==> src/hw/rtl/hskc_pkg.sv <==
`default_nettype none

package hskc_pkg;

    localparam int LEVEL_COUNT      = 10;
    localparam int BRANCH_BITS      = 2;
    localparam int CHUNK_BITS       = 12;
    localparam int MASTER_MAX_BYTES = 32;
    localparam int TOP_SHIFT        = CHUNK_BITS + BRANCH_BITS * (LEVEL_COUNT - 1);
    localparam int Y_W              = TOP_SHIFT - CHUNK_BITS;

    localparam logic [2:0] CFG_MASTER_LENGTH = 3'd0;
    localparam logic [2:0] CFG_MASTER_WORD0  = 3'd1;
    localparam logic [2:0] CFG_MASTER_WORD1  = 3'd2;
    localparam logic [2:0] CFG_MASTER_WORD2  = 3'd3;
    localparam logic [2:0] CFG_MASTER_WORD3  = 3'd4;

    localparam logic [5:0]  MASTER_LENGTH_RST = 6'd6;
    localparam logic [63:0] MASTER_WORD0_RST  = 64'h6D61737465720000;

    localparam logic [159:0] SHA1_IV =
        160'h67452301_EFCDAB89_98BADCFE_10325476_C3D2E1F0;

    typedef enum logic [2:0] {
        ST_IDLE,
        ST_START,
        ST_WAIT,
        ST_EMIT,
        ST_ERROR
    } t_state;

    typedef enum logic [1:0] {
        PH_INNER_KEY,
        PH_INNER_MSG,
        PH_OUTER_KEY,
        PH_OUTER_MSG
    } t_phase;

    typedef enum logic [1:0] {
        SH_IDLE,
        SH_ROUND,
        SH_ADD
    } t_sha_state;

    function automatic logic [7:0] hex_char(input logic [3:0] nib);
        hex_char = (nib < 4'd10) ? (8'h30 + {4'd0, nib}) : (8'h57 + {4'd0, nib});
    endfunction

    function automatic logic [4:0] level_shift(input logic [3:0] level);
        level_shift = 5'(CHUNK_BITS + BRANCH_BITS * (LEVEL_COUNT - 1 - int'(level)));
    endfunction

endpackage

`default_nettype wire

==> src/hw/rtl/hmac_sha1_offset_key_chain_core.sv <==
`default_nettype none

// For each offset transfer below 2^30 the core returns ten result transfers, one per tree
// level from the root, each carrying the HMAC-SHA1 key of that level, the block number and
// the byte range it covers; a larger offset gives one out_of_range result. Every level runs
// four SHA-1 compressions through a single round unit at one round per cycle; the input
// is not ready meanwhile.
// Configuration writes are accepted in any cycle and must only be issued while idle.

module hmac_sha1_offset_key_chain_core (
    input  logic        i_clk,
    input  logic        i_rst_n,
    input  logic        i_valid,
    output logic        o_ready,
    input  logic [31:0] i_offset,
    output logic        o_valid,
    input  logic        i_ready,
    output logic [3:0]  o_level,
    output logic [17:0] o_block_number,
    output logic [29:0] o_range_first,
    output logic [29:0] o_range_final,
    output logic [31:0] o_key_top,
    output logic [63:0] o_key_middle,
    output logic [63:0] o_key_bottom,
    output logic        o_out_of_range,
    output logic        o_last,
    input  logic        i_cfg_valid,
    output logic        o_cfg_ready,
    input  logic [2:0]  i_cfg_index,
    input  logic [63:0] i_cfg_data
);
    import hskc_pkg::*;

    t_state       r_state, n_state;
    t_phase       r_phase;
    logic [3:0]   r_level;
    logic [5:0]   r_master_length;
    logic [63:0]  r_master_word [4];
    logic [TOP_SHIFT-1:0] r_offset;
    logic [511:0] r_key;
    logic [159:0] r_chain, r_inner, r_digest;

    logic         r_o_valid;
    logic [3:0]   r_o_level;
    logic [17:0]  r_o_block_number;
    logic [29:0]  r_o_range_first, r_o_range_final;
    logic [159:0] r_o_key;
    logic         r_o_oor, r_o_last;

    logic         w_accept, w_oor, w_slot_free, w_sha_start, w_sha_done;
    logic         w_emit, w_err_emit;
    logic [5:0]   w_plen;
    logic [255:0] w_master_all;
    logic [511:0] w_master_key, w_hex_key, w_block;
    logic [159:0] w_sha_h_in, w_sha_h_out;
    logic [4:0]   w_shift;
    logic [TOP_SHIFT:0]   w_low_mask;
    logic [TOP_SHIFT-1:0] w_y, w_first;
    logic [31:0]  w_word;
    logic [127:0] w_msg;

    assign w_accept    = i_valid && o_ready;
    assign w_oor       = (i_offset[31:TOP_SHIFT] != '0);
    assign w_slot_free = !r_o_valid || i_ready;
    assign o_ready     = (r_state == ST_IDLE);
    assign o_cfg_ready = 1'b1;

    // level zero key from the master bytes in use
    always_comb begin
        w_plen = (r_master_length > 6'(MASTER_MAX_BYTES)) ? 6'(MASTER_MAX_BYTES)
                                                          : r_master_length;
        w_master_all = {r_master_word[0], r_master_word[1], r_master_word[2],
                        r_master_word[3]};
        w_master_key = '0;
        for (int i = 0; i < 32; i++) begin
            if (6'(i) < w_plen) begin
                w_master_key[511 - 8*i -: 8] = w_master_all[255 - 8*i -: 8];
            end
        end
    end

    // next level key is the hex text of the digest
    always_comb begin
        w_hex_key = '0;
        for (int i = 0; i < 40; i++) begin
            w_hex_key[511 - 8*i -: 8] = hex_char(r_digest[159 - 4*i -: 4]);
        end
    end

    always_comb begin
        w_shift    = level_shift(r_level);
        w_y        = r_offset >> w_shift;
        w_low_mask = ((TOP_SHIFT+1)'(1) << w_shift) - (TOP_SHIFT+1)'(1);
        w_first    = r_offset & ~w_low_mask[TOP_SHIFT-1:0];
        w_word     = {4'd0, r_level, 24'(w_y)};
        w_msg[127:64] = {8{8'h30}};
        for (int i = 0; i < 8; i++) begin
            w_msg[63 - 8*i -: 8] = hex_char(w_word[31 - 4*i -: 4]);
        end
    end

    always_comb begin
        case (r_phase)
            PH_INNER_KEY: w_block = r_key ^ {64{8'h36}};
            PH_INNER_MSG: w_block = {w_msg, 8'h80, 312'd0, 64'd640};
            PH_OUTER_KEY: w_block = r_key ^ {64{8'h5c}};
            PH_OUTER_MSG: w_block = {r_inner, 8'h80, 280'd0, 64'd672};
            default:      w_block = '0;
        endcase
        w_sha_h_in = (r_phase == PH_INNER_KEY || r_phase == PH_OUTER_KEY) ? SHA1_IV
                                                                           : r_chain;
    end

    hskc_sha1 u_sha1 (
        .i_clk   (i_clk),
        .i_rst_n (i_rst_n),
        .i_start (w_sha_start),
        .i_block (w_block),
        .i_h     (w_sha_h_in),
        .o_done  (w_sha_done),
        .o_h     (w_sha_h_out)
    );

    always_comb begin
        n_state     = r_state;
        w_sha_start = 1'b0;
        w_emit      = 1'b0;
        w_err_emit  = 1'b0;
        case (r_state)
            ST_IDLE: begin
                if (i_valid) n_state = w_oor ? ST_ERROR : ST_START;
            end
            ST_START: begin
                w_sha_start = 1'b1;
                n_state     = ST_WAIT;
            end
            ST_WAIT: begin
                if (w_sha_done) n_state = (r_phase == PH_OUTER_MSG) ? ST_EMIT : ST_START;
            end
            ST_EMIT: begin
                if (w_slot_free) begin
                    w_emit  = 1'b1;
                    n_state = (r_level == 4'(LEVEL_COUNT - 1)) ? ST_IDLE : ST_START;
                end
            end
            ST_ERROR: begin
                if (w_slot_free) begin
                    w_err_emit = 1'b1;
                    n_state    = ST_IDLE;
                end
            end
            default: n_state = ST_IDLE;
        endcase
    end

    always_ff @(posedge i_clk) begin
        if (!i_rst_n) begin
            r_state          <= ST_IDLE;
            r_phase          <= PH_INNER_KEY;
            r_level          <= 4'd0;
            r_o_valid        <= 1'b0;
            r_master_length  <= MASTER_LENGTH_RST;
            r_master_word[0] <= MASTER_WORD0_RST;
            r_master_word[1] <= '0;
            r_master_word[2] <= '0;
            r_master_word[3] <= '0;
        end else begin
            r_state <= n_state;
            if (w_accept) begin
                r_phase <= PH_INNER_KEY;
                r_level <= 4'd0;
            end else begin
                if (w_sha_done) r_phase <= t_phase'(r_phase + 2'd1);
                if (w_emit) r_level <= r_level + 4'd1;
            end
            if (w_emit || w_err_emit) begin
                r_o_valid <= 1'b1;
            end else if (i_ready) begin
                r_o_valid <= 1'b0;
            end
            if (i_cfg_valid) begin
                case (i_cfg_index)
                    CFG_MASTER_LENGTH: r_master_length  <= i_cfg_data[5:0];
                    CFG_MASTER_WORD0:  r_master_word[0] <= i_cfg_data;
                    CFG_MASTER_WORD1:  r_master_word[1] <= i_cfg_data;
                    CFG_MASTER_WORD2:  r_master_word[2] <= i_cfg_data;
                    CFG_MASTER_WORD3:  r_master_word[3] <= i_cfg_data;
                    default: ;
                endcase
            end
        end
    end

    always_ff @(posedge i_clk) begin
        if (w_accept) begin
            r_offset <= i_offset[TOP_SHIFT-1:0];
            r_key    <= w_master_key;
        end else if (w_emit) begin
            r_key    <= w_hex_key;
        end
        if (w_sha_done) begin
            r_chain <= w_sha_h_out;
            if (r_phase == PH_INNER_MSG) r_inner  <= w_sha_h_out;
            if (r_phase == PH_OUTER_MSG) r_digest <= w_sha_h_out;
        end
        if (w_emit) begin
            r_o_level        <= r_level;
            r_o_block_number <= w_y[Y_W-1:0];
            r_o_range_first  <= w_first;
            r_o_range_final  <= w_first | w_low_mask[TOP_SHIFT-1:0];
            r_o_key          <= r_digest;
            r_o_oor          <= 1'b0;
            r_o_last         <= (r_level == 4'(LEVEL_COUNT - 1));
        end else if (w_err_emit) begin
            r_o_level        <= '0;
            r_o_block_number <= '0;
            r_o_range_first  <= '0;
            r_o_range_final  <= '0;
            r_o_key          <= '0;
            r_o_oor          <= 1'b1;
            r_o_last         <= 1'b1;
        end
    end

    assign o_valid        = r_o_valid;
    assign o_level        = r_o_level;
    assign o_block_number = r_o_block_number;
    assign o_range_first  = r_o_range_first;
    assign o_range_final  = r_o_range_final;
    assign o_key_top      = r_o_key[159:128];
    assign o_key_middle   = r_o_key[127:64];
    assign o_key_bottom   = r_o_key[63:0];
    assign o_out_of_range = r_o_oor;
    assign o_last         = r_o_last;

    a_done_in_wait: assert property (@(posedge i_clk) disable iff (!i_rst_n)
        w_sha_done |-> r_state == ST_WAIT)
        else $error("compression finished outside wait");

    a_level_bound: assert property (@(posedge i_clk) disable iff (!i_rst_n)
        r_state != ST_IDLE |-> r_level <= 4'(LEVEL_COUNT - 1))
        else $error("level beyond last");

    a_emit_free: assert property (@(posedge i_clk) disable iff (!i_rst_n)
        (w_emit || w_err_emit) |-> (!r_o_valid || i_ready))
        else $error("result overwrote pending transfer");

    a_error_zero: assert property (@(posedge i_clk) disable iff (!i_rst_n)
        (r_o_valid && r_o_oor) |-> (r_o_key == '0 && r_o_last))
        else $error("error result not clean");

endmodule

`default_nettype wire

==> src/hw/rtl/hskc_sha1.sv <==
`default_nettype none

module hskc_sha1 (
    input  logic         i_clk,
    input  logic         i_rst_n,
    input  logic         i_start,
    input  logic [511:0] i_block,
    input  logic [159:0] i_h,
    output logic         o_done,
    output logic [159:0] o_h
);
    import hskc_pkg::*;

    t_sha_state  r_state, n_state;
    logic [6:0]  r_round;
    logic [31:0] r_w [16];
    logic [31:0] r_a, r_b, r_c, r_d, r_e;
    logic [159:0] r_h;
    logic        r_done;
    logic [31:0] w_f, w_k, w_t, w_next;

    always_comb begin
        if (r_round < 7'd20) begin
            w_f = (r_b & r_c) | (~r_b & r_d);
            w_k = 32'h5A827999;
        end else if (r_round < 7'd40) begin
            w_f = r_b ^ r_c ^ r_d;
            w_k = 32'h6ED9EBA1;
        end else if (r_round < 7'd60) begin
            w_f = (r_b & r_c) | (r_b & r_d) | (r_c & r_d);
            w_k = 32'h8F1BBCDC;
        end else begin
            w_f = r_b ^ r_c ^ r_d;
            w_k = 32'hCA62C1D6;
        end
        w_t = {r_a[26:0], r_a[31:27]} + w_f + r_e + w_k + r_w[0];
        w_next = r_w[13] ^ r_w[8] ^ r_w[2] ^ r_w[0];
        w_next = {w_next[30:0], w_next[31]};
    end

    always_comb begin
        n_state = r_state;
        case (r_state)
            SH_IDLE:  if (i_start) n_state = SH_ROUND;
            SH_ROUND: if (r_round == 7'd79) n_state = SH_ADD;
            SH_ADD:   n_state = SH_IDLE;
            default:  n_state = SH_IDLE;
        endcase
    end

    always_ff @(posedge i_clk) begin
        if (!i_rst_n) begin
            r_state <= SH_IDLE;
            r_done  <= 1'b0;
            r_round <= 7'd0;
        end else begin
            r_state <= n_state;
            r_done  <= (r_state == SH_ADD);
            r_round <= (r_state == SH_ROUND) ? r_round + 7'd1 : 7'd0;
        end
    end

    always_ff @(posedge i_clk) begin
        if (r_state == SH_IDLE && i_start) begin
            for (int j = 0; j < 16; j++) begin
                r_w[j] <= i_block[511 - 32*j -: 32];
            end
            {r_a, r_b, r_c, r_d, r_e} <= i_h;
            r_h <= i_h;
        end else if (r_state == SH_ROUND) begin
            for (int j = 0; j < 15; j++) begin
                r_w[j] <= r_w[j+1];
            end
            r_w[15] <= w_next;
            r_e <= r_d;
            r_d <= r_c;
            r_c <= {r_b[1:0], r_b[31:2]};
            r_b <= r_a;
            r_a <= w_t;
        end else if (r_state == SH_ADD) begin
            r_h <= {r_h[159:128] + r_a, r_h[127:96] + r_b, r_h[95:64] + r_c,
                    r_h[63:32] + r_d, r_h[31:0] + r_e};
        end
    end

    assign o_done = r_done;
    assign o_h    = r_h;

endmodule

`default_nettype wire
==> config.mk <==
export PLATFORM = sky130hd
export DESIGN_NAME = hmac_sha1_offset_key_chain_core
export DESIGN_NICKNAME = d
export VERILOG_FILES = /design/src/hw/rtl/hskc_pkg.sv /design/src/hw/rtl/hmac_sha1_offset_key_chain_core.sv /design/src/hw/rtl/hskc_sha1.sv
export SDC_FILE = /design/constraint.sdc
export NUM_CORES = 2
export LEC_CHECK = 0
export ABC_AREA = 1
export BUFFER_PORTS_ARGS = -buffer_cell sky130_fd_sc_hd__buf_2
export CAP_MARGIN = 20
export CORE_MARGIN = 2
export CORE_UTILIZATION = 30
export DETAILED_ROUTE_END_ITERATION = 7
export PLACE_DENSITY_LB_ADDON = 0.3
export SLEW_MARGIN = 0
export SYNTH_ARGS = -nofsm -noshare
export SYNTH_HDL_FRONTEND = slang
export SYNTH_HIERARCHICAL = 1
export SYNTH_SLANG_ARGS = --single-unit
==> constraint.sdc <==
create_clock -name i_clk -period 21.5 [get_ports i_clk]
set_clock_uncertainty 0.2 [all_clocks]
set_input_delay 1.075 -clock i_clk [delete_from_list [all_inputs] [get_ports i_clk]]
set_output_delay 1.075 -clock i_clk [all_outputs]
set_load 0.05 [all_outputs]
# After elaboration in Yosys (flattened, before gate mapping)
# Memory sizes are Yosys's and may differ from the RTL's.
# Cells that the tools add are included.
# W data, S select, Z words.
[totals]
output_inout_bits = 247
input_bits = 104
word_cells = 481
ff_bits = 1420
n_memories = 2
ramBits = 768
[op_classes]
shifts = 2
n_eq_ne = 22
n_mux = 173
bitwise_logic = 39
n_reduce_logical = 24
n_addsub = 109
n_lt_le_gt_ge = 83
[memory_table]
columns = ["memory", "words", "word_bits", "rd", "rd_clocked_by_memory_dff", "wr", "line", "text"]
rows = [
  ["u_sha1.r_w", 16, 32, 16, 0, 16, "hskc_sha1.sv:16", "logic [31:0] r_w [16];"],
  ["r_master_word", 4, 64, 4, 0, 4, "hmac_sha1_offset_key_chain_core.sv:38", "logic [63:0] r_master_word [4];"],
]
[op_table]
columns = ["cell", "n"]
rows = [
  ["$pmux W512 S4", 1],
  ["$mux W512", 2],
  ["$mux W32", 31],
  ["$mux W160", 6],
  ["$mux W8", 79],
  ["$not A256 Y256", 2],
  ["$add A7 B4 Y8 const A", 47],
  ["$add A6 B4 Y7 const A", 47],
  ["$add A32 B32 Y32", 9],
  ["$mux W64", 4],
  ["$lt A4 B4 Y1 const B", 47],
  ["$xor A32 B32 Y32", 5],
  ["$and A32 B32 Y32", 4],
  ["$lt A5 B6 Y1 const A", 16],
  ["$or A32 B32 Y32", 3],
  ["$mux W30", 3],
  ["$lt A4 B6 Y1 const A", 8],
  ["$mux W18", 2],
  ["$not A32 Y32", 1],
  ["$mux W1", 31],
  ["$mux W31", 1],
  ["$and A30 B30 Y30", 1],
  ["$not A30 Y30", 1],
  ["$or A30 B30 Y30", 1],
  ["other kinds (40)", 100],
]

# Longest topological paths before layout
[depth]
word_depth = 12
ltp_mapped = 27
ltp_nobuf = 27

# Cells and area by module
# Netlist, hierarchy kept.
[modules_own_cells]
columns = ["module", "area_per_inst_um2", "cells_per_inst", "instances", "seq_area_each_um2"]
rows = [
  ["hmac_sha1_offset_key_chain_core", 56574.3, 4969, 1, 39447.8],
  ["hskc_sha1", 51212.9, 6131, 1, 25184.2],
]

# Least setup slack after synthesis
# Ideal clock, no wire load.
[synth_timing]
path_kind = "register -> register"
start = "reg r_state[2] (netlist name)"
end = "reg u_sha1.r_a[0], enable pin"
synth_period_minus_slack_ps = 16979
path_buffers = 2
t_arrival_ps = 12094
setup_time_ps = 4685
path_stages_with_launch = 10
path_slack_ps = 4521
required_time_ps = 16615
path_cell_list = "dfxtp_1 nor2_1 inv_1 nor2_1 inv_1 nor3_4 inv_2 clkbuf_1 clkbuf_1 nand2_1"
[synth_lines]
columns = ["item", "line", "text"]
rows = [
  ["end signal, assigned", "hskc_sha1.sv:68", "{r_a, r_b, r_c, r_d, r_e} <= i_h;"],
  ["end signal, assigned", "hskc_sha1.sv:79", "r_a <= w_t;"],
  ["end, declared", "hskc_sha1.sv:17", "logic [31:0] r_a, r_b, r_c, r_d, r_e;"],
]

==> results.cfg <==
[worst_setup_path]
startpoint_type = flop
r2r_setup_slack_ps = 14610
reg2reg_to = u_sha1/r_w[1][17]
cp_common_cell = buf_4
path_class = flop to flop
critPathArrivalTime_ps = 7240
reg2reg_depth = 12
crit_slowest_cell = buf_4
worstPathRequired_ps = 21840
path_buf_inv = 8
critPathCaptureType = flop
critical_path.top_delay_family = buffers and inverters
r2r-start = r_state[2]
cp_cell_sequence = nor2_1 -> inv_1 -> nor2_1 -> inv_1 -> nor3_4 -> buf_4 -> inv_8 -> nand2_4 -> buf_4 -> buf_4 -> buf_4 -> buf_4
crit_start = r_state[2]
crit_path_max_incr_delay_ps = 890
crit_cells = 12
endpoint = u_sha1/r_w[1][17]
worstPathMaxFanout = 74

[detailed_routing]
drc_errors = 0
firstDrtPassIters = 7
drt-total-wl_um = 464900
wl_per_cell_um = 28.26
vias_per_cell = 5.182
ant_nets = 0
drt_iter0_markers = 12183
vias = 85247

[yosys]
synth_cell_type_count = 66
synth_edf_count = 2097
syn_area_um2 = 107800
yosys_warnings = 6
async_reset_ff_share_pct = 0
synthTopCellsByArea = edfxtp_1 58%, nand2_1 12%, inv_1 4.1%
synth_cells = 11100
synth-seq-cells = 2180
synth_ff_type = edfxtp_1
yosysTopAreaCellShare_pct = 58.42
post-synth-top-area-cell = edfxtp_1
postSynthAreaPerCell_um2 = 9.711
seq_area_frac_synth_pct = 59.96

[sta]
drv_slew = 0
fin_crit_sh_pct = 32.06
tightest_slew_ps = 1212
max_freq_ghz = 0.1451
setup_viol = 0
finalSetupTns_ps = 0
hold_viol = 0
rsz0062_at_grt = no
relSlewSlack_pct = 18.35
whs_ps = 78.21
fin_crit_ps = 6894

[die]
die_w_um = 603.4
die_h_um = 603.4
start_util_pct = 30.08
ios = 351
num_rows = 220
dieArea_um2 = 364100
core_um2 = 358400

[clock_network]
cts_max_path_buffers = 4
hold_buffers = 0
cts_tree = done
clock_latency_ps = 980
ctsHtreeMaxLevel = 4
cts_buffers = 239
post_cts_resized = 0
numClockSinks = 2180
post_cts_buffers = 0
clk_pin_slew_worst_paths_ps = 60
root_buffer = clkbuf_16

[global_routing]
grt_pass1_wl_um = 629400
grt_max_degree = 168
grt_pass1_vias = 77561
grt_usage_pct = 24.78
antenna_found_initial = 61
grt-ovfl-total = 0

[flow_run]
maxCapViolCount = 0

[status]
status = finished, final reports clean

[worst_hold_path]
worstHoldPathType = input port to flop

[placement]
dpl.hpwl_um = 351700
numPortBuffers = 349
gp_routability_congestion = 1.001

[final_layout]
nets = 11925
area_growth_syn_to_layout_pct = 13.84
layout_common_cells = 3379 x nand2_1, 2097 x edfxtp_1, 1184 x inv_1
drive_above_1_share_pct = 8.594
final_common_cell = nand2_1

[power_and_ir_drop]
ir_drop_uv = 113.0
p_per_area_nw_per_um2 = 131.1
p_leak_uw = 0.04979
==> power breakdown <==
part / switching (uW) / total, uW / internal (uW)
Clock: 1810 / 4140 / 2330
Sequential: 659 / 6260 / 5600
Combinational: 3990 / 5690 / 1700
==> worst min path at each step <==
stage                         to  cells past startpoint               from
6_report            r_offset[21]                      1       i_offset[21]
5_1_grt             r_offset[21]                      1       i_offset[21]
4_1_cts             r_offset[21]                      1       i_offset[21]
3_5_place_dp   u_sha1/r_round[0]                      1  u_sha1/r_round[0]
3_3_place_gp   u_sha1/r_round[0]                      1  u_sha1/r_round[0]
2_1_floorplan  u_sha1/r_round[0]                      1  u_sha1/r_round[0]
==> layout make-up <==
| class | count | area [um^2] |
|---|---|---|
| Antenna cell | 29 | 72.57 |
| Clock buffer | 323 | 6470 |
| Clock inverter | 122 | 1154 |
| Fill cell | 36758 | 235700 |
| Inverter | 1212 | 4589 |
| Multi-Input combinational cell | 7354 | 37210 |
| Sequential cell | 2180 | 64640 |
| Tap cell | 4773 | 5972 |
| Timing Repair Buffer | 457 | 2608 |
==> state kept, by name, summed over array words and instances (netlist names), 30 cells and up <==
name and cells:
r_o_key 160, u_sha1/o_h 160, o_range_first 30, r_offset 30, r_inner 160, r_key 312, u_sha1/r_c 32, u_sha1/r_a 32
o_range_final 30, r_master_word 256, r_digest 160, u_sha1/r_w 512, u_sha1/r_d 32, u_sha1/r_b 32, u_sha1/r_e 32, r_chain 160
==> worst reg2reg max path, stage by stage (launching register included) <==
cell and delay, ps:
dfxtp_1 320, nor2_1 100, inv_1 60, nor2_1 280, inv_1 210, nor3_4 140
buf_4 600, inv_8 360, nand2_4 570, buf_4 820, buf_4 890, buf_4 890
buf_4 960
==> metrics by stage <==
stage / power, uW / cells / setup slack (ps) / util, % / cell area, um^2
6_report: 16090 / 16450 / 14610 / 34.24 / 122700
3_5_place_dp: 11930 / 15974 / 14690 / 32.09 / 115000
4_1_cts: 16060 / 16419 / 14640 / 34.21 / 122600
3_3_place_gp: 11940 / 15974 / 14710 / 32.09 / 115000
5_1_grt: 16970 / 16429 / 14310 / 34.22 / 122700
2_1_floorplan: 9974 / 11154 / 4521 / - / 108000
==> per-layer routing <==
layer / part of all wire (%) / global-route usage [%]
met1: 41 / 33.72
met2: 44 / 37.43
met3: 11 / 5.791
met4: 5.1 / 11.05
met5: 0.023 / 0
==> logic make-up (layout without fill, tap and decap cells) <==
| kind of cell | after synthesis | after routing | share of synthesized area, % |
|---|---|---|---|
| AO/OA/AOI/OAI | 1598 | 1598 | 8.633 |
| XOR/XNOR | 114 | 114 | 0.9263 |
| adder cells (fa/ha/maj) | 377 | 377 | 5.247 |
| buffers and inverters | 1620 | 2114 | 5.846 |
| flip-flops | 2180 | 2180 | 59.96 |
| other | 2 | 85 | 0.006967 |
| AND/OR/NAND/NOR | 5209 | 5209 | 19.38 |
==> synth_stat cells, drive strengths merged (4+ instances only) <==
master,number
a21boi,12
a211oi,38
nand4,60
ha,252
a22oi,12
o21bai,17
a221oi,24
dfxtp,83
o221ai,5
a32oi,4
xnor2,106
fa,125
inv,1210
nor2,1127
nor3,53
o2bb2ai,10
o21ai,697
o22ai,55
or2,93
nor4,14
edfxtp,2097
o32ai,23
o31ai,33
xor2,8
a31oi,18
nand2,3399
a21oi,470
o211ai,74
buf,186
nand3,437
a32o,38
a21o,7
clkbuf,222
a22o,41
nand3b,19
o21a,15
Note: power is estimated with default switching activity, not from simulation.
